**src/rtl/rbp_pkg.sv**
```systemverilog
`default_nettype none
// ----------------------------------------------------------------------------
// rbp_pkg
// Shared types, constants and helpers for the routing block line parser.
// ----------------------------------------------------------------------------
package rbp_pkg;

    localparam logic [7:0] NUL_BYTE     = 8'd0;
    localparam logic [7:0] NEWLINE_BYTE = 8'd10;
    localparam logic [7:0] SPACE_BYTE   = 8'd32;
    localparam logic [7:0] TAB_BYTE     = 8'd9;
    localparam logic [7:0] VTAB_BYTE    = 8'd11;
    localparam logic [7:0] FF_BYTE      = 8'd12;
    localparam logic [7:0] CR_BYTE      = 8'd13;
    localparam logic [7:0] PLUS_BYTE    = 8'd43;
    localparam logic [7:0] MINUS_BYTE   = 8'd45;
    localparam logic [7:0] DIGIT0_BYTE  = 8'd48;
    localparam logic [7:0] DIGIT9_BYTE  = 8'd57;

    // Header text length ("VIDEO OUTPUT ROUTING:")
    localparam logic [4:0] HDR_LEN = 5'd21;

    typedef enum logic [1:0] {
        MODE_UNKNOWN = 2'd0,
        MODE_WAIT    = 2'd1,
        MODE_INBLOCK = 2'd2
    } mode_t;

    typedef enum logic [2:0] {
        PH_BEFORE1 = 3'd0,
        PH_LEAD1   = 3'd1,
        PH_DIG1    = 3'd2,
        PH_JUNK1   = 3'd3,
        PH_BEFORE2 = 3'd4,
        PH_LEAD2   = 3'd5,
        PH_DIG2    = 3'd6,
        PH_DONE    = 3'd7
    } phase_t;

    // Position within one number token
    typedef enum logic [1:0] {
        SUB_LEAD  = 2'd0,
        SUB_DIGIT = 2'd1,
        SUB_JUNK  = 2'd2
    } sub_t;

    typedef struct packed {
        logic       valid;
        logic [7:0] dest;
        logic [7:0] source;
    } result_t;

    typedef struct packed {
        logic  line_empty;
        mode_t mode;
    } status_t;

    // Header character at a given position
    function automatic logic [7:0] hdr_char(input logic [4:0] pos);
        logic [7:0] ch;
        begin
            case (pos)
                5'd0:    ch = "V";
                5'd1:    ch = "I";
                5'd2:    ch = "D";
                5'd3:    ch = "E";
                5'd4:    ch = "O";
                5'd5:    ch = " ";
                5'd6:    ch = "O";
                5'd7:    ch = "U";
                5'd8:    ch = "T";
                5'd9:    ch = "P";
                5'd10:   ch = "U";
                5'd11:   ch = "T";
                5'd12:   ch = " ";
                5'd13:   ch = "R";
                5'd14:   ch = "O";
                5'd15:   ch = "U";
                5'd16:   ch = "T";
                5'd17:   ch = "I";
                5'd18:   ch = "N";
                5'd19:   ch = "G";
                5'd20:   ch = ":";
                default: ch = 8'd0;
            endcase
            return ch;
        end
    endfunction

    // acc * 10 +/- d, modulo 256
    function automatic logic [7:0] digit_step(input logic [7:0] acc, input logic [7:0] d,
                                              input logic neg);
        logic [7:0] t;
        begin
            t = {acc[4:0], 3'b000} + {acc[6:0], 1'b0};
            return neg ? (t - d) : (t + d);
        end
    endfunction

endpackage

`default_nettype wire

```
**src/rtl/routing_block_line_parser_core.sv**
```systemverilog
`default_nettype none
// Routing block line parser core.
// An accepted byte is held in the input byte register and parsed when the parse stage
// advances; a resulting route word is registered and shows on out_valid.
// Throughput: one byte per cycle while no pending route word is held by out_stall.
// Reset: rst_n clears the mode to unknown, all per-line state and both valid flags.
// ----------------------------------------------------------------------------
// routing_block_line_parser_core
// Input byte register, line parser, and registered route word.
// ----------------------------------------------------------------------------
module routing_block_line_parser_core (
    input  wire logic       clk,
    input  wire logic       rst_n,
    input  wire logic       in_valid,
    output logic            in_stall,
    input  wire logic [7:0] rx_byte,
    output logic            out_valid,
    input  wire logic       out_stall,
    output logic [7:0]      route_dest,
    output logic [7:0]      route_source
);
    import rbp_pkg::*;

    logic       in_valid_reg;
    logic [7:0] byte_reg;
    logic       out_valid_reg;
    logic [7:0] dest_reg;
    logic [7:0] source_reg;

    logic       advance;
    logic       in_take;
    logic       proc_en;
    logic       load_result;
    result_t    res;
    status_t    st;

    // Handshake: parse stage moves when the output word is free or taken
    assign advance     = !out_valid_reg || !out_stall;
    assign in_stall    = in_valid_reg && !advance;
    assign in_take     = in_valid && !in_stall;
    assign proc_en     = in_valid_reg && advance;
    assign load_result = proc_en && res.valid;

    // Input byte register
    always_ff @(posedge clk or negedge rst_n)
    begin
        if (!rst_n)
            in_valid_reg <= 1'b0;
        else if (in_take)
            in_valid_reg <= 1'b1;
        else if (proc_en)
            in_valid_reg <= 1'b0;
    end

    always_ff @(posedge clk)
    begin
        if (in_take)
            byte_reg <= rx_byte;
    end

    rbp_parser u_parser (
        .clk     (clk),
        .rst_n   (rst_n),
        .en      (proc_en),
        .rx_byte (byte_reg),
        .result  (res),
        .status  (st)
    );

    // Output word register
    always_ff @(posedge clk or negedge rst_n)
    begin
        if (!rst_n)
            out_valid_reg <= 1'b0;
        else if (advance)
            out_valid_reg <= load_result;
    end

    always_ff @(posedge clk)
    begin
        if (load_result)
        begin
            dest_reg   <= res.dest;
            source_reg <= res.source;
        end
    end

    assign out_valid    = out_valid_reg;
    assign route_dest   = dest_reg;
    assign route_source = source_reg;

    // Checks
    a_result_on_newline: assert property (@(posedge clk) disable iff (!rst_n)
        load_result |-> (byte_reg == NEWLINE_BYTE) && (st.mode == MODE_INBLOCK))
        else $error("route word produced from a non-newline byte or outside a block");

    a_newline_clears_line: assert property (@(posedge clk) disable iff (!rst_n)
        (proc_en && (byte_reg == NEWLINE_BYTE)) |=> st.line_empty)
        else $error("line state not cleared after newline");

    a_no_overwrite: assert property (@(posedge clk) disable iff (!rst_n)
        load_result |-> (!out_valid_reg || !out_stall))
        else $error("pending route word overwritten");

endmodule

`default_nettype wire

```
**src/rtl/rbp_parser.sv**
```systemverilog
`default_nettype none
// ----------------------------------------------------------------------------
// rbp_parser
// Per-line parse state: mode machine, header match and the two-number
// tokenizer. Advances by one byte whenever en is high.
// ----------------------------------------------------------------------------
module rbp_parser (
    input  wire logic            clk,
    input  wire logic            rst_n,
    input  wire logic            en,
    input  wire logic [7:0]      rx_byte,
    output rbp_pkg::result_t     result,
    output rbp_pkg::status_t     status
);
    import rbp_pkg::*;

    mode_t      mode_reg,       mode_next;
    logic [4:0] hdr_pos_reg,    hdr_pos_next;
    logic       hdr_match_reg,  hdr_match_next;
    logic       empty_reg,      empty_next;
    phase_t     phase_reg,      phase_next;
    logic       neg_reg,        neg_next;
    logic [7:0] first_reg,      first_next;
    logic [7:0] second_reg,     second_next;

    // Token helper signals
    logic       is_first;
    logic       is_digit;
    logic       is_lead;
    sub_t       sub_cur;
    sub_t       sub_new;
    logic [7:0] acc_cur;
    logic [7:0] acc_new;
    logic       neg_tok;
    logic       hdr_ok;

    always_ff @(posedge clk or negedge rst_n)
    begin
        if (!rst_n)
        begin
            mode_reg      <= MODE_UNKNOWN;
            hdr_pos_reg   <= 5'd0;
            hdr_match_reg <= 1'b1;
            empty_reg     <= 1'b1;
            phase_reg     <= PH_BEFORE1;
            neg_reg       <= 1'b0;
            first_reg     <= 8'd0;
            second_reg    <= 8'd0;
        end
        else if (en)
        begin
            mode_reg      <= mode_next;
            hdr_pos_reg   <= hdr_pos_next;
            hdr_match_reg <= hdr_match_next;
            empty_reg     <= empty_next;
            phase_reg     <= phase_next;
            neg_reg       <= neg_next;
            first_reg     <= first_next;
            second_reg    <= second_next;
        end
    end

    // One token byte: lead skip, sign, digits, then junk
    always_comb
    begin
        is_first = (phase_reg == PH_BEFORE1) || (phase_reg == PH_LEAD1) ||
                   (phase_reg == PH_DIG1) || (phase_reg == PH_JUNK1);
        is_digit = (rx_byte >= DIGIT0_BYTE) && (rx_byte <= DIGIT9_BYTE);
        is_lead  = (rx_byte == TAB_BYTE) || (rx_byte == VTAB_BYTE) ||
                   (rx_byte == FF_BYTE) || (rx_byte == CR_BYTE);
        acc_cur  = is_first ? first_reg : second_reg;

        case (phase_reg)
            PH_DIG1, PH_DIG2:   sub_cur = SUB_DIGIT;
            PH_JUNK1, PH_DONE:  sub_cur = SUB_JUNK;
            default:            sub_cur = SUB_LEAD;
        endcase

        sub_new = SUB_JUNK;
        acc_new = acc_cur;
        neg_tok = neg_reg;
        case (sub_cur)
            SUB_LEAD:
            begin
                if (is_lead)
                    sub_new = SUB_LEAD;
                else if ((rx_byte == PLUS_BYTE) || (rx_byte == MINUS_BYTE))
                begin
                    neg_tok = (rx_byte == MINUS_BYTE);
                    sub_new = SUB_DIGIT;
                end
                else if (is_digit)
                begin
                    acc_new = digit_step(acc_cur, rx_byte - DIGIT0_BYTE, neg_reg);
                    sub_new = SUB_DIGIT;
                end
            end
            SUB_DIGIT:
            begin
                if (is_digit)
                begin
                    acc_new = digit_step(acc_cur, rx_byte - DIGIT0_BYTE, neg_reg);
                    sub_new = SUB_DIGIT;
                end
            end
            default:
                sub_new = SUB_JUNK;
        endcase
    end

    // Mode machine and per-line state
    always_comb
    begin
        mode_next      = mode_reg;
        hdr_pos_next   = hdr_pos_reg;
        hdr_match_next = hdr_match_reg;
        empty_next     = empty_reg;
        phase_next     = phase_reg;
        neg_next       = neg_reg;
        first_next     = first_reg;
        second_next    = second_reg;
        result.valid   = 1'b0;
        result.dest    = first_reg;
        result.source  = second_reg;
        hdr_ok         = hdr_match_reg && (hdr_pos_reg >= HDR_LEN);

        if (rx_byte == NUL_BYTE)
        begin
            // zero byte: dropped
        end
        else if (rx_byte == NEWLINE_BYTE)
        begin
            unique case (mode_reg)
                MODE_WAIT:
                begin
                    if (hdr_ok)
                        mode_next = MODE_INBLOCK;
                end
                MODE_INBLOCK:
                begin
                    if (empty_reg)
                        mode_next = MODE_WAIT;
                    else
                        result.valid = 1'b1;
                end
                default:
                begin
                    if (empty_reg)
                        mode_next = MODE_WAIT;
                end
            endcase
            hdr_pos_next   = 5'd0;
            hdr_match_next = 1'b1;
            empty_next     = 1'b1;
            phase_next     = PH_BEFORE1;
            neg_next       = 1'b0;
            first_next     = 8'd0;
            second_next    = 8'd0;
        end
        else
        begin
            empty_next = 1'b0;
            if (hdr_pos_reg < HDR_LEN)
            begin
                if (rx_byte != hdr_char(hdr_pos_reg))
                    hdr_match_next = 1'b0;
                hdr_pos_next = hdr_pos_reg + 5'd1;
            end

            if (rx_byte == SPACE_BYTE)
            begin
                // space ends a token
                if ((phase_reg == PH_LEAD1) || (phase_reg == PH_DIG1) ||
                    (phase_reg == PH_JUNK1))
                begin
                    phase_next = PH_BEFORE2;
                    neg_next   = 1'b0;
                end
                else if ((phase_reg == PH_LEAD2) || (phase_reg == PH_DIG2) ||
                         (phase_reg == PH_DONE))
                    phase_next = PH_DONE;
            end
            else if (phase_reg != PH_DONE)
            begin
                neg_next = neg_tok;
                if (is_first)
                begin
                    first_next = acc_new;
                    case (sub_new)
                        SUB_LEAD:  phase_next = PH_LEAD1;
                        SUB_DIGIT: phase_next = PH_DIG1;
                        default:   phase_next = PH_JUNK1;
                    endcase
                end
                else
                begin
                    second_next = acc_new;
                    case (sub_new)
                        SUB_LEAD:  phase_next = PH_LEAD2;
                        SUB_DIGIT: phase_next = PH_DIG2;
                        default:   phase_next = PH_DONE;
                    endcase
                end
            end
        end
    end

    assign status.line_empty = empty_reg;
    assign status.mode       = mode_reg;

endmodule

`default_nettype wire

```
**config.mk**
```make
export PLATFORM = sky130hd
export DESIGN_NAME = routing_block_line_parser_core
export DESIGN_NICKNAME = d
export VERILOG_FILES = /design/src/rtl/rbp_pkg.sv /design/src/rtl/routing_block_line_parser_core.sv /design/src/rtl/rbp_parser.sv
export SDC_FILE = /design/constraint.sdc
export NUM_CORES = 1
export LEC_CHECK = 0
export BUFFER_PORTS_ARGS = -buffer_cell sky130_fd_sc_hd__buf_2
export CAP_MARGIN = 20
export CELL_PAD_IN_SITES_DETAIL_PLACEMENT = 2
export CELL_PAD_IN_SITES_GLOBAL_PLACEMENT = 2
export CORE_UTILIZATION = 39
export CTS_CLUSTER_DIAMETER = 100
export DETAILED_ROUTE_END_ITERATION = 6
export PLACE_DENSITY = 0.8
export SYNTH_ARGS = -nofsm -noshare
export SYNTH_HDL_FRONTEND = slang
export SYNTH_SLANG_ARGS = --single-unit
```
**constraint.sdc**
```tcl
create_clock -name clk -period 4.75 [get_ports clk]
set_input_delay 0.7125 -clock clk [delete_from_list [all_inputs] [get_ports clk]]
set_output_delay 0.7125 -clock clk [all_outputs]
set_load 0.005 [all_outputs]
```
# == Word-level counts from Yosys, hierarchy flattened ==
# Memories as Yosys holds them, arrays and structs flattened.
# Cells that the tools add are included.
# totals
reg_bits,55
rom_bits,224
inputBits,12
output_inout_bits,18
wordCells,147
n_memories,1
# memory_table
name,words,word_bits,rd,rd_ports_with_merged_regs,write_ports,line,rtl
(name not given),32,7,1,0,0,rbp_pkg.sv:62,case (pos)
# classes
add_sub_neg,5
magnitude_cmp,4
eq_ne,26
muxes,52
bitwise_logic,1
reduce_logical,45
# ops
op,n
2-to-1 mux 8 bit,16
"== test 8 x 4 -> 1 bit, second input constant",5
"== test 8 x 6 -> 1 bit, second input constant",3
2-to-1 mux 3 bit,6
2-to-1 mux 1 bit,17
adder 8 bit,2
one-hot mux 2 bit (2 select lines),4
one-hot mux 8 bit (2 select lines),1
AND reduction 5 bit,3
logical OR 1 bit,12
2-to-1 mux 2 bit,6
nonzero test 2 bit,6
2-to-1 mux 5 bit,2
"== test 3 bit, second input constant",3
nonzero test 3 bit,3
">= comparator 8 x 6 -> 1 bit, second input constant",1
"less-or-equal comparator 8 x 6 -> 1 bit, second input constant",1
zero test 8 bit,1
inequality test 8 bit,1
AND reduction 4 bit,2
"subtractor 8 x 6 -> 8 bit, second input constant",1
subtractor 8 bit,1
AND reduction 7 bit,1
"== test 2 x 1 -> 1 bit, second input constant",3
19 further kinds,32

# == Logic depth before layout (Yosys ltp) ==
# Gate-level depths: netlist of run 1.
# logic_depth
ltp_word,16
ltp_mapped,15
depth_no_buf,13

# == Cells and area by module ==
# Synthesis of run 1 repeated with hierarchy kept, for this count alone.
# hier_totals
hier_cells,359
area_unflattened_um2,3622.2
# modules_own_cells
mod,instances,cells_per_inst,area_per_inst_um2
rbp_parser,1,324,2802.7
routing_block_line_parser_core,1,35,819.5

# == Worst setup path after synthesis of run 1 ==
# OpenSTA, ideal clock, no wires.
# synth_timing
path_kind,flip-flop to flip-flop
startpoint,register u_parser.phase_reg[2]
endpoint,register u_parser.second_reg[7]
arrival_time_ns,3.179
slack_ns,1.450
path_stages_with_launch,14
path_cell_list,dfrtp_1 > buf_6 > clkbuf_1 > mux2_2 > ha_1 > fa_1 > xor2_1 > ha_1 > o21ai_0 > o21a_1 > a211oi_1 > xnor2_1 > o21ai_1 > a22o_1
# synth_via
elab_chain_len,16
word_cells_on_any_way,31
cone_classes,add/sub: 3; eq/ne: 8; mux: 11; reduce/logical: 9
# synth_lines
element,line,rtl
start: declaration,rbp_parser.sv:21,"phase_t phase_reg, phase_next;"
start signal: assignment,rbp_parser.sv:56,phase_reg <= phase_next;
== test 3 x 1 -> 1 bit or zero test 3 bit (tied branches),rbp_parser.sv:66,is_first = (phase_reg == PH_BEFORE1) || (phase_reg == PH_LEAD1) ||
logical OR 1 bit (2 in series),rbp_parser.sv:66,
logical OR 1 bit,rbp_parser.sv:67,(phase_reg == PH_DIG1) || (phase_reg == PH_JUNK1);
2-to-1 mux 8 bit,rbp_parser.sv:71,acc_cur = is_first ? first_reg : second_reg;
adder 8 bit,rbp_pkg.sv:95,"t = {acc[4:0], 3'b000} + {acc[6:0], 1'b0};"
adder 8 bit or subtractor 8 bit (tied branches),rbp_pkg.sv:96,return neg ? (t - d) : (t + d);
2-to-1 mux 8 bit,rbp_pkg.sv:96,
2-to-1 mux 8 bit,"rbp_parser.sv:92, rbp_parser.sv:100",
2-to-1 mux 8 bit,rbp_parser.sv:87,else if ((rx_byte == PLUS_BYTE) || (rx_byte == MINUS_BYTE))
2-to-1 mux 8 bit,rbp_parser.sv:85,if (is_lead)
one-hot mux 8 bit (2 select lines),rbp_parser.sv:82,case (sub_cur)
2-to-1 mux 8 bit,rbp_parser.sv:186,if (is_first)
2-to-1 mux 8 bit,rbp_parser.sv:183,else if (phase_reg != PH_DONE)
2-to-1 mux 8 bit,rbp_parser.sv:170,if (rx_byte == SPACE_BYTE)
2-to-1 mux 8 bit,rbp_parser.sv:131,else if (rx_byte == NEWLINE_BYTE)
end signal: assignment,rbp_parser.sv:59,second_reg <= second_next;
end: declaration,rbp_parser.sv:24,"logic [7:0] second_reg, second_next;"
# Parallel ways exist; a longest one is shown, timed or not. The select of a mux whose other input is x is not followed.
# A chain may end at the register's enable or synchronous reset.

# == Worst setup path in the final report of run 1 ==
# Ends and elaborated chain as after synthesis.

==> results of run 1 <==
-- cells by family after synthesis --
logic type      share of synthesized area [%]
simple gates                             14.9
compound gates                           17.2
flops                                    42.3
buf+inv                                  4.77
fa+ha+maj                                10.2
xor+xnor                                 5.69
mux                                      4.98
-- cell usage after synthesis (2+ instances only) --
cell and number:
sky130_fd_sc_hd__nand2_1 37, sky130_fd_sc_hd__dfrtp_1 29, sky130_fd_sc_hd__edfxtp_1 24, sky130_fd_sc_hd__ha_1 24, sky130_fd_sc_hd__o21ai_0 23, sky130_fd_sc_hd__nor2_1 22
sky130_fd_sc_hd__inv_1 20, sky130_fd_sc_hd__a21oi_1 19, sky130_fd_sc_hd__xnor2_1 18, sky130_fd_sc_hd__mux2_2 10, sky130_fd_sc_hd__nor3_1 8, sky130_fd_sc_hd__a211oi_1 7
sky130_fd_sc_hd__a21o_1 6, sky130_fd_sc_hd__clkbuf_1 6, sky130_fd_sc_hd__nand2b_1 6, sky130_fd_sc_hd__nor2b_1 6, sky130_fd_sc_hd__a22o_1 5, sky130_fd_sc_hd__buf_2 5
sky130_fd_sc_hd__nand4_1 5, sky130_fd_sc_hd__o31ai_1 5, sky130_fd_sc_hd__xor2_1 5, sky130_fd_sc_hd__nand3_1 4, sky130_fd_sc_hd__a221oi_1 3, sky130_fd_sc_hd__a32o_1 3
sky130_fd_sc_hd__fa_1 3, sky130_fd_sc_hd__mux2i_1 3, sky130_fd_sc_hd__o211ai_1 3, sky130_fd_sc_hd__a21oi_2 2, sky130_fd_sc_hd__a31o_2 2, sky130_fd_sc_hd__a31oi_1 2
sky130_fd_sc_hd__and2_1 2, sky130_fd_sc_hd__and3_1 2, sky130_fd_sc_hd__buf_4 2, sky130_fd_sc_hd__buf_6 2, sky130_fd_sc_hd__dfstp_2 2, sky130_fd_sc_hd__nor2_2 2
sky130_fd_sc_hd__o32ai_1 2, sky130_fd_sc_hd__or2_2 2, sky130_fd_sc_hd__or3_1 2
-- cells in the final DEF (no fill, tap or decap), drive strengths merged, types with 2 or more instances in the layout --
master   n
a21o     6
o31ai    5
a211oi   7
nor2b    6
a31o     2
nor3     8
or3      2
o211ai   3
or2      2
dfstp    2
and4     2
dfrtp   29
nand2b   6
o32ai    2
nor2    24
a21oi   21
nand3    5
mux2    11
edfxtp  24
xnor2   18
inv     21
ha      24
xor2     5
clkbuf   6
a32o     3
o21ai   24
a221oi   3
and2     2
buf     29
a31oi    3
fa       3
nor3b    2
nand4    5
nand2   37
and3     4
a22o     5
mux2i    4
-- through the flow --
stage / utilization (%) / setup slack, ns
4_1_cts: 43.8 / 1.12
3_3_place_gp: 42.5 / 1.23
2_1_floorplan: - / 1.45
3_5_place_dp: 42.5 / 1.14
6_report: 43.8 / 1.14
5_1_grt: 43.8 / 0.856
-- critical path, cell delays in order (launching register included) --
cell,delay [ns]
sky130_fd_sc_hd__dfrtp_1,0.75
sky130_fd_sc_hd__mux2_2,0.47
sky130_fd_sc_hd__ha_1,0.23
sky130_fd_sc_hd__fa_1,0.40
sky130_fd_sc_hd__xor2_1,0.20
sky130_fd_sc_hd__ha_1,0.39
sky130_fd_sc_hd__o21ai_0,0.12
sky130_fd_sc_hd__o21a_1,0.18
sky130_fd_sc_hd__a211oi_1,0.32
sky130_fd_sc_hd__xnor2_1,0.18
sky130_fd_sc_hd__o21ai_1,0.08
sky130_fd_sc_hd__a22o_1,0.20
-- routing by layer --
metal	track usage [%]	up-vias
met2	36.6	41
met4	3.73	0
met3	2.23	6
met5	0	-
li1	-	1299
met1	31.2	1383
-- path summary, 6_finish.rpt --
| kind | slack, ns | cells past startpoint | endpoint |
|---|---|---|---|
| setup / recovery | 1.14 | 11 | u_parser.second_reg[7] |
| hold / removal | 0.44 | 1 | u_parser.hdr_pos_reg[1] |
| setup reg to reg | 1.14 | 11 | u_parser.second_reg[7] |
| hold reg to reg | 0.50 | 0 | route_dest[3] |
| max in group asynchronous | 3.82 | 1 | u_parser.first_reg[2] |
| min in group clk | 0.50 | 0 | route_dest[3] |
-- area by class of cell --
class                      instances  area (um2)  area share (%)
clock buffer                       6        72.6            1.89
timing repair buffer              29         145            3.78
multi-input combinational        262        1870            48.8
tap                              108         135            3.52
sequential                        55        1500            39.1
clock inverter                     2        36.3           0.946
inverter                          20        75.1            1.96
-- power by group --
part	total, mW	internal [mW]	leakage [nW]	switching, mW
clock network	0.324	0.158	0.0557	0.166
logic	0.874	0.383	0.957	0.491
registers	0.681	0.559	0.635	0.122
==> results by group, run 1 <==
Run status
  – Result of the run: finished, final reports clean

Layout
  – Share of layout cells above drive strength 1: between 10% and 20%
  – Area of all placed cells without fillers: roughly 3800 um2
  – Final net count: between 400 and 500
  – Cell Count, Final, Fillers Out: 482
  – Filler cells: 949
  – Antenna diodes: 0
  – Relative area change from synthesis to final layout: 8.34%

Detailed routing
  – Antenna violation net count after detailed routing: 0
  – Detail-routed via count per cell: 5.66
  – Uppermost metal layer occupied by signal nets: met4
  – Detailed-route DRC error count: 0
  – Detailed-routed wire length on met3: between 200 and 250 um
  – Drt initial violations: 95
  – Met2 Wirelength: about 4600 um
  – Routed Wire Length: slightly below 10000 um
  – Total via count after detailed routing: around 2700
  – Wirelength per Cell: between 15 and 20 um
  – Drt pass-1 iters: 4
  – DRT met1 WL: about 4700 um

Global route
  – Grt total ovfl: 0
  – Number of antenna violations at the first check in global routing: 0
  – Global-route wire length before repair: 16200 um
  – Number of global-route vias before repair: between 2000 and 3000
  – Largest net degree at the start of global routing: 32
  – Global-route usage over all layers: about 22%

Setup path
  – R2R Path Start: u_parser.phase_reg[2]
  – Type of the worst setup path: flip-flop to flip-flop
  – Crit Path Max Fanout: 16
  – Kind of launch point of the worst setup path: flip-flop
  – Endpoint class of the critical path: flip-flop
  – Data arrival time of the worst path: between 3 and 4 ns
  – Critical path startpoint: u_parser.phase_reg[2]
  – Data required time of the worst path: roughly 5.0 ns

Synth
  – Number of enable-type register cells in the synthesized netlist: 24
  – Ranking of synthesized cells by area: sky130_fd_sc_hd__dfrtp_1 20%, sky130_fd_sc_hd__edfxtp_1 20%, sky130_fd_sc_hd__ha_1 8.5%
  – Mean post-synth cell area: between 10 and 15 um2
  – Synthesized cell area: about 3500 um2
  – Fraction of the yosys area taken by sequential cells: 42.3%
  – Most frequently used flop master after synthesis: sky130_fd_sc_hd__dfrtp_1
  – Distinct cell type count of the synthesized netlist: 60
  – Fraction of post-synthesis cell area in the top cell type by area: between 20% and 30%
  – Post-synth top area cell: sky130_fd_sc_hd__dfrtp_1
  – Post-synthesis net count: 393
  – Ys async rst share: approximately 56%
  – Number of register bits inferred by synthesis: between 50 and 60
  – Number of warning messages in the yosys log: 0
  – Number of cells produced by synthesis: between 300 and 400

Floorplanning
  – DIE AREA: 9460 um2
  – Starting Density: roughly two fifths
  – Die height: 97.3 um
  – Row Count: 34
  – Die Width: 97.3 um
  – Core Footprint: about 9000 um2
  – Ports: 30

Timing
  – Final setup TNS: 0 ns
  – Final Hold Violating Endpoints: 0
  – Period minus WS final: between 3 and 4 ns
  – Post-route worst hold slack: ~0.44 ns
  – Unrepaired setup endpoints after global routing: false
  – Worst-margin pin slew: 0.819 ns
  – Number of setup violations in the final report: 0
  – Part of the cycle the worst path needs: around 76%
  – Clock skew after layout: a little over 0.008 ns
  – Max Fclk: ~280 MHz
  – Worst slew margin: 45.4%
  – Number of pins with negative max-slew slack in the final report: 0

Clock network
  – Num CTS Buffers: 5
  – Number of buffers inserted by hold repair at cts: 0
  – Clock sink total: 55
  – Post-CTS setup buffer count: 0
  – Worst-skew pair later-pin latency: 0.31 ns
  – Maximum buffer depth of the clock tree: 2
  – Clock-pin transition on the worst setup and hold timing paths: 0.11 ns
  – CTS tree: done
  – H-tree depth: 2
  – Library cell used as clock root buffer: sky130_fd_sc_hd__clkbuf_8
  – Post-cts gate resize count: 0

Place
  – Number of cells in the design after placement: roughly 470
  – Count of buffers from port buffering: 29
  – Post-DP Area: 3730 um2
  – RD Place Congestion: 0.825
  – DP HPWL: 7430 um

Pwr
  – Worst vdd rail ir drop: ~150 uV
  – Power density over cell area: a little under 500 nW/um2
  – Overall power: about 1.9 mW
  – Leak: between 1.5 and 2 nW

Hold path
  – Hold Crit Class: input pin to async pin

Job
  – Maximum Capacitance Violations: 0
Power figures use the tool's default switching activity.
==> run 2: changes to the inputs <==
--- a/config.mk
+++ b/config.mk
@@ -9,10 +9,10 @@
 export CAP_MARGIN = 20
 export CELL_PAD_IN_SITES_DETAIL_PLACEMENT = 2
 export CELL_PAD_IN_SITES_GLOBAL_PLACEMENT = 2
-export CORE_UTILIZATION = 39
+export CORE_UTILIZATION = 35
 export CTS_CLUSTER_DIAMETER = 100
 export DETAILED_ROUTE_END_ITERATION = 6
-export PLACE_DENSITY = 0.8
+export PLACE_DENSITY = 0.76
 export SYNTH_ARGS = -nofsm -noshare
 export SYNTH_HDL_FRONTEND = slang
 export SYNTH_SLANG_ARGS = --single-unit
==> constraint.sdc (replaced) <==
create_clock -name clk -period 3.25 [get_ports clk]
set_input_delay 0.4875 -clock clk [delete_from_list [all_inputs] [get_ports clk]]
set_output_delay 0.4875 -clock clk [all_outputs]
set_load 0.005 [all_outputs]
==> run 2 against run 1 <==
  * Die area up 11%
  * Final cell count up 6.6%
  * Clock power up 31%
==> results by group, run 2 (synthesis results as in run 1) <==
Layout
  – Cell Count, Final, Fillers Out: 514 (was 482)
  – Leading cell type in the layout, fill and taps excluded: sky130_fd_sc_hd__nand2_1 (unchanged)
  – Share of layout cells above drive strength 1: 22.0% (was 16.8%)
  – Multi-input gate area in the final layout: 1970 um2 (was 1870 um2)
  – Total area of sequential cells: 1500 um2 (about the same)
  – Area of all placed cells without fillers: 4010 um2 (was 3840 um2)
  – Antenna diodes: 0 (unchanged)
  – Relative area change from synthesis to final layout: 13.2% (was 8.34%)
  – Filler cells: 1043 (was 949)
  – Highest-count cells in the layout ignoring fill and taps: 37 x sky130_fd_sc_hd__nand2_1, 29 x sky130_fd_sc_hd__buf_2, 28 x sky130_fd_sc_hd__dfrtp_1 (was 37 x sky130_fd_sc_hd__nand2_1, 29 x sky130_fd_sc_hd__dfrtp_1, 29 x sky130_fd_sc_hd__buf_2)
  – Final net count: 419 (was 412)

Floorplanning
  – Core Footprint: 9770 um2 (was 8760 um2)
  – Die height: 103 um (was 97.3 um)
  – Starting Density: 36.2% (was 40.4%)
  – Die Width: 103 um (was 97.3 um)
  – Row Count: 36 (was 34)
  – Ports: 30 (unchanged)
  – DIE AREA: 10500 um2 (was 9460 um2)

Timing
  – Worst-margin pin slew: 0.725 ns (was 0.819 ns)
  – Post-route worst hold slack: 0.198 ns (was 0.445 ns)
  – Max Fclk: 321 MHz (was 277 MHz)
  – Part of the cycle the worst path needs: 95.7% (was 76.1%)
  – Clock skew after layout: 0.0142 ns (was 0.00817 ns)
  – Number of pins with negative max-slew slack in the final report: 0 (unchanged)
  – Final Hold Violating Endpoints: 0 (unchanged)
  – Period minus WS final: 3.11 ns (was 3.61 ns)
  – Number of setup violations in the final report: 0 (unchanged)
  – Worst slew margin: 51.7% (was 45.4%)
  – Unrepaired setup endpoints after global routing: false (unchanged)
  – Least setup slack across all paths after layout: 0.139 ns (was 1.14 ns)

Place
  – Post-DP Area: 3800 um2 (was 3730 um2)
  – DP HPWL: 7230 um (was 7430 um)
  – Number of cells in the design after placement: 505 (was 474)
  – RD Place Congestion: 0.852 (was 0.825)
  – Count of buffers from port buffering: 29 (unchanged)
  – Placement Setup Slack: -0.0428 ns (was 1.14 ns)

Detailed routing
  – Detailed-route DRC error count: 0 (unchanged)
  – Wirelength per Cell: 18.3 um (was 20.0 um)
  – Antenna violation net count after detailed routing: 0 (unchanged)
  – Routed Wire Length: 9410 um (was 9620 um)
  – Drt initial violations: 118 (was 95)
  – Drt pass-1 iters: 4 (unchanged)
  – Total via count after detailed routing: 2738 (was 2729)
  – Detail-routed via count per cell: 5.33 (was 5.66)

Setup path
  – Worst reg2reg path depth: 9 (was 11)
  – Endpoint class of the critical path: flip-flop (unchanged)
  – Kind of launch point of the worst setup path: flip-flop (unchanged)
  – Flop-to-flop setup slack: 0.14 ns (was 1.14 ns)
  – R2R Path Start: u_parser.phase_reg[2] (unchanged)
  – Data required time of the worst path: 3.44 ns (was 4.96 ns)
  – Data arrival time of the worst path: 3.31 ns (was 3.83 ns)
  – Type of the worst setup path: flip-flop to flip-flop (unchanged)
  – Crit Path Max Fanout: 8 (was 16)
  – End of the worst register-to-register path: u_parser.second_reg[5] (was u_parser.second_reg[7])

Pwr
  – Overall power: 2.86 mW (was 1.88 mW)
  – Worst vdd rail ir drop: 208 uV (was 146 uV)
  – Leak: 1.69 nW (was 1.65 nW)
  – Power density over cell area: 714 nW/um2 (was 490 nW/um2)

Global route
  – Largest net degree at the start of global routing: 32 (unchanged)
  – Global-route wire length before repair: 15300 um (was 16200 um)
  – Number of antenna violations at the first check in global routing: 0 (unchanged)
  – Number of global-route vias before repair: 2903 (was 2937)
  – Grt total ovfl: 0 (unchanged)
  – Global-route usage over all layers: 19.1% (was 21.9%)

Clock network
  – CTS tree: done (unchanged)
  – Library cell used as clock root buffer: sky130_fd_sc_hd__clkbuf_8 (unchanged)
  – H-tree depth: 2 (unchanged)
  – Maximum buffer depth of the clock tree: 2 (unchanged)
  – Worst-skew pair later-pin latency: 0.32 ns (was 0.31 ns)
  – Num CTS Buffers: 5 (unchanged)
  – Clock-pin transition on the worst setup and hold timing paths: 0.11 ns (about the same)
  – Clock sink total: 55 (unchanged)

Run status
  – Result of the run: finished, final reports clean (unchanged)

Job
  – Maximum Capacitance Violations: 0 (unchanged)

Hold path
  – Hold Crit Class: input pin to async pin (unchanged)
## run 2: cell types whose count changed in the layout (fill, tap and decap cells not counted), sizes merged
cell	previous run	this run
buf	29	36
bufinv	1	0
clkinv	0	1
## run 2: worst max-delay path: stages, from the launching register on
cell and delay (ns):
sky130_fd_sc_hd__dfrtp_2 0.47, sky130_fd_sc_hd__mux2_2 0.40, sky130_fd_sc_hd__ha_1 0.35, sky130_fd_sc_hd__ha_1 0.46, sky130_fd_sc_hd__o211ai_1 0.22, sky130_fd_sc_hd__a211oi_4 0.29, sky130_fd_sc_hd__a221oi_1 0.10, sky130_fd_sc_hd__xnor2_1 0.27
sky130_fd_sc_hd__nand2_1 0.11, sky130_fd_sc_hd__a32o_1 0.32
## run 2: timing repair
item / 4_1_cts / 5_1_grt
gates resized for setup: 2 / 16
setup buffers: 0 / 1
hold buffers: 0 / 0
pin swaps: 0 / 6
endpoints found under the setup margin: 4 / 4
## run 2: area by class of cell
class                      count  area share (%)
multi-input combinational    262            49.2
sequential                    55            37.4
timing repair buffer          36            4.93
tap                          133            4.15
clock buffer                   6            2.06
inverter                      20            1.87
clock inverter                 2           0.375
## run 2: through the flow
| stage | utilization, % | setup TNS [ns] |
|---|---|---|
| after CTS | 40.0 | 0 |
| after floorplan | - | 0 |
| final | 41.0 | 0 |
| after global routing | 41.0 | 0 |
| after detailed placement | 38.9 | -0.0428 |
| after global placement | 38.9 | 0 |
## run 2: where the power goes
group / internal [mW] / switching (mW)
Clock: 0.176 / 0.248
Combinational: 0.675 / 0.774
Sequential: 0.816 / 0.173
Total: 1.67 / 1.20
## run 2: worst max-delay path by stage
stage | startpoint | slack [ns] | depth (start not counted) | end
detailed placement | u_parser.phase_reg[2] | -0.04 | 10 | u_parser.second_reg[6]
CTS | u_parser.phase_reg[2] | 0.02 | 13 | u_parser.second_reg[7]
floorplan | u_parser.phase_reg[2] | 0.06 | 13 | u_parser.second_reg[7]
global route | u_parser.phase_reg[2] | 0.02 | 12 | u_parser.second_reg[7]
finish | u_parser.phase_reg[2] | 0.14 | 9 | u_parser.second_reg[5]
global placement | u_parser.phase_reg[2] | 0.09 | 9 | u_parser.second_reg[6]
## run 2: routing by layer
| metal | GRT usage [%] | vias to the layer above | wire length, um |
|---|---|---|---|
| met5 | 0 | - | 0 |
| met4 | 3.96 | 0 | 118 |
| met3 | 2.03 | 8 | 194 |
| met2 | 32.2 | 41 | 4530 |
| met1 | 26.5 | 1372 | 4570 |
| li1 | - | 1317 | - |
==> run 3: changes to the inputs <==
--- a/config.mk
+++ b/config.mk
@@ -13,6 +13,7 @@
 export CTS_CLUSTER_DIAMETER = 100
 export DETAILED_ROUTE_END_ITERATION = 6
 export PLACE_DENSITY = 0.76
+export REMOVE_ABC_BUFFERS = 1
 export SYNTH_ARGS = -nofsm -noshare
 export SYNTH_HDL_FRONTEND = slang
 export SYNTH_SLANG_ARGS = --single-unit
==> run 3 against run 2 <==
  * Non-clock buffer count unchanged
  * Sequential cell count did not move
  * Sequential share of layout area increased by 0.67 points
  * Global-route usage is 0.21 points higher
  * Worst setup slack lost 0.045 ns
  * Critical path depth increased by 4
  * First-iteration DRC count shrank 26%
  * Fmax is 1.4% lower
  * Die area unchanged
  * Core utilization is 0.72 points lower
  * Sequential power increased by 0.5%
  * Largest cell class unchanged
==> results by group, run 3 (synthesis results as in run 1) <==
Run status
  – Result of the run: finished, final reports clean (unchanged)

Setup path
  – Critical path startpoint: u_parser.phase_reg[2] (unchanged)
  – Delay of the slowest cell on the worst path: 0.46 ns (was 0.47 ns)
  – End of the worst register-to-register path: u_parser.second_reg[7] (was u_parser.second_reg[5])
  – CP bufs+invs: 0 (unchanged)
  – Data required time of the worst path: 3.46 ns (was 3.44 ns)
  – Crit path capture: u_parser.second_reg[7] (was u_parser.second_reg[5])
  – Crit Path Max Fanout: 6 (was 8)
  – Cell-by-cell trace of the critical path: mux2_2, ha_1, a21o_1, a21oi_1, xnor2_1, ha_2, nor3_1, a21oi_1, o31ai_1, a211oi_2, xnor2_1, o21ai_1, a22o_1 (was mux2_2, ha_1, ha_1, o211ai_1, a211oi_4, a221oi_1, xnor2_1, nand2_1, a32o_1)
  – Worst reg2reg path depth: 13 (was 9)
  – Kind of launch point of the worst setup path: flip-flop (unchanged)
  – R2R Path Start: u_parser.phase_reg[2] (unchanged)
  – Cell with the largest stage delay on the worst path: sky130_fd_sc_hd__dfrtp_2 (unchanged)
  – Type of the worst setup path: flip-flop to flip-flop (unchanged)
  – Flop-to-flop setup slack: 0.09 ns (was 0.14 ns)
  – Gate family responsible for the most delay along the worst path: compound AO/OA/AOI/OAI gates (unchanged)
  – Endpoint class of the critical path: flip-flop (unchanged)
  – Levels on crit path: 13 (was 9)
  – Data arrival time of the worst path: 3.37 ns (was 3.31 ns)

Layout
  – Leading cell type in the layout, fill and taps excluded: sky130_fd_sc_hd__nand2_1 (unchanged)
  – Highest-count cells in the layout ignoring fill and taps: 37 x sky130_fd_sc_hd__nand2_1, 29 x sky130_fd_sc_hd__buf_2, 28 x sky130_fd_sc_hd__dfrtp_1 (unchanged)
  – Utilization after layout: 40.3% (was 41.0%)
  – Antenna diodes: 0 (unchanged)
  – Relative area change from synthesis to final layout: 11.2% (was 13.2%)
  – Final net count: 419 (unchanged)
  – Cell Count, Final, Fillers Out: 514 (unchanged)
  – Share of layout cells above drive strength 1: 20.5% (was 22.0%)

Clock network
  – Post-CTS setup buffer count: 0 (unchanged)
  – Clock sink total: 55 (unchanged)
  – Number of buffers inserted by hold repair at cts: 0 (unchanged)
  – CTS tree: done (unchanged)
  – Library cell used as clock root buffer: sky130_fd_sc_hd__clkbuf_8 (unchanged)
  – Clock-pin transition on the worst setup and hold timing paths: 0.12 ns (was 0.11 ns)
  – Maximum buffer depth of the clock tree: 2 (unchanged)
  – Worst-skew pair later-pin latency: 0.32 ns (about the same)
  – H-tree depth: 2 (unchanged)
  – Num CTS Buffers: 5 (unchanged)

Pwr
  – Worst vdd rail ir drop: 257 uV (was 208 uV)
  – Switching power total: 1.16 mW (was 1.20 mW)
  – Relative contribution of combinational cells to total power: 48.0% (was 50.6%)
  – Switching part of the total: 42.6% (was 41.8%)
  – Part of the total power dissipated in the clock network: 15.4% (was 14.8%)
  – Overall power: 2.72 mW (was 2.86 mW)
  – Power density over cell area: 690 nW/um2 (was 714 nW/um2)
  – Internal power consumption: 1.56 mW (was 1.67 mW)
  – Leak: 1.67 nW (was 1.69 nW)
  – Register share of total power: 36.6% (was 34.6%)

Floorplanning
  – Row Count: 36 (unchanged)
  – Die Width: 103 um (unchanged)
  – Ports: 30 (unchanged)
  – Die height: 103 um (unchanged)
  – Core Footprint: 9770 um2 (unchanged)
  – DIE AREA: 10500 um2 (unchanged)
  – Starting Density: 36.2% (unchanged)

Detailed routing
  – Total via count after detailed routing: 2759 (was 2738)
  – Drt pass-1 iters: 4 (unchanged)
  – Detailed-route DRC error count: 0 (unchanged)
  – Antenna violation net count after detailed routing: 0 (unchanged)
  – Drt initial violations: 87 (was 118)
  – Routed Wire Length: 9630 um (was 9410 um)
  – Detail-routed via count per cell: 5.37 (was 5.33)
  – Wirelength per Cell: 18.7 um (was 18.3 um)

Global route
  – Largest net degree at the start of global routing: 32 (unchanged)
  – Grt total ovfl: 0 (unchanged)
  – Global-route usage over all layers: 19.3% (was 19.1%)
  – Global-route wire length before repair: 15500 um (was 15300 um)
  – Number of global-route vias before repair: 2919 (was 2903)
  – Number of antenna violations at the first check in global routing: 0 (unchanged)

Timing
  – Worst-margin pin slew: 0.751 ns (was 0.725 ns)
  – Period minus WS final: 3.16 ns (was 3.11 ns)
  – Final Hold Violating Endpoints: 0 (unchanged)
  – Max Fclk: 317 MHz (was 321 MHz)
  – Part of the cycle the worst path needs: 97.1% (was 95.7%)
  – Worst slew margin: 49.9% (was 51.7%)
  – Post-route worst hold slack: 0.223 ns (was 0.198 ns)
  – Number of pins with negative max-slew slack in the final report: 0 (unchanged)
  – Clock skew after layout: 0.0118 ns (was 0.0142 ns)
  – Number of setup violations in the final report: 0 (unchanged)
  – Unrepaired setup endpoints after global routing: true (was false)

Hold path
  – Hold Crit Class: input pin to async pin (unchanged)

Place
  – Count of buffers from port buffering: 29 (unchanged)
  – Number of cells in the design after placement: 506 (was 505)
  – DP HPWL: 7500 um (was 7230 um)
  – RD Place Congestion: 0.822 (was 0.852)

Job
  – Maximum Capacitance Violations: 0 (unchanged)
## run 3: cell types whose count changed in the layout (fill, tap and decap cells not counted), sizes merged
cell / delta
clkbuf: -1
clkinv: +1
## run 3: repair_timing
item / 4_1_cts / 5_1_grt
gates resized for setup: 2 / 6
setup endpoints to repair: 2 / 4
pin swaps: 0 / 2
## run 3: worst min path at each step
stage | slack [ns] | endpoint | startpoint
after floorplan | 0.19 | in_valid_reg | rst_n
after global placement | 0.46 | route_source[5] | u_parser.second_reg[5]
after detailed placement | 0.47 | route_source[6] | u_parser.second_reg[6]
after CTS | 0.24 | u_parser.phase_reg[2] | rst_n
after global routing | 0.26 | u_parser.second_reg[2] | rst_n
final | 0.22 | u_parser.phase_reg[2] | rst_n
## run 3: power by group through the flow
stage / logic, mW / registers, mW / clock network, mW
floorplan: 0.975 / 0.945 / 0
global placement: 1.21 / 1.00 / 0
detailed placement: 1.27 / 1.01 / 0
CTS: 1.29 / 0.997 / 0.431
global route: 1.47 / 1.01 / 0.455
finish: 1.31 / 0.995 / 0.418
## run 3: worst reg2reg max path, delay by kind of cell (launching register included)
kind                       cells  cell delay, ns
xor gates and xnor gates       2            0.40
and+or+nand+nor                1            0.20
DFF                            1            0.46
AOI/OAI and AO/OA              7            0.89
muxes                          1            0.42
adders and majority gates      2            0.68
## run 3: layer usage
| layer | part of all wire [%] | track usage, % | up-vias |
|---|---|---|---|
| met2 | 48 | 31.8 | 38 |
| li1 | - | - | 1314 |
| met5 | 0 | 0 | - |
| met1 | 49 | 27.4 | 1401 |
| met3 | 2.0 | 2.03 | 6 |
| met4 | 0.81 | 3.96 | 0 |
## run 3: layout make-up
cell class,instances,area [um2]
repair buffers,36,198
multi-input cells,262,1900
inverters,20,75.1
clock buffers,5,68.8
fillers,1099,5840
well taps,133,166
flip-flops and latches,55,1500
clock inverters,3,28.8
## run 3: stage by stage
step,TNS [ns],cell area [um2],setup WS (ns)
2_1_floorplan,0,3450,0.0364
3_3_place_gp,0,3810,0.0811
3_5_place_dp,-0.0448,3810,-0.0337
4_1_cts,0,3920,0.00177
5_1_grt,-0.103,3940,-0.103
6_report,0,3940,0.0934
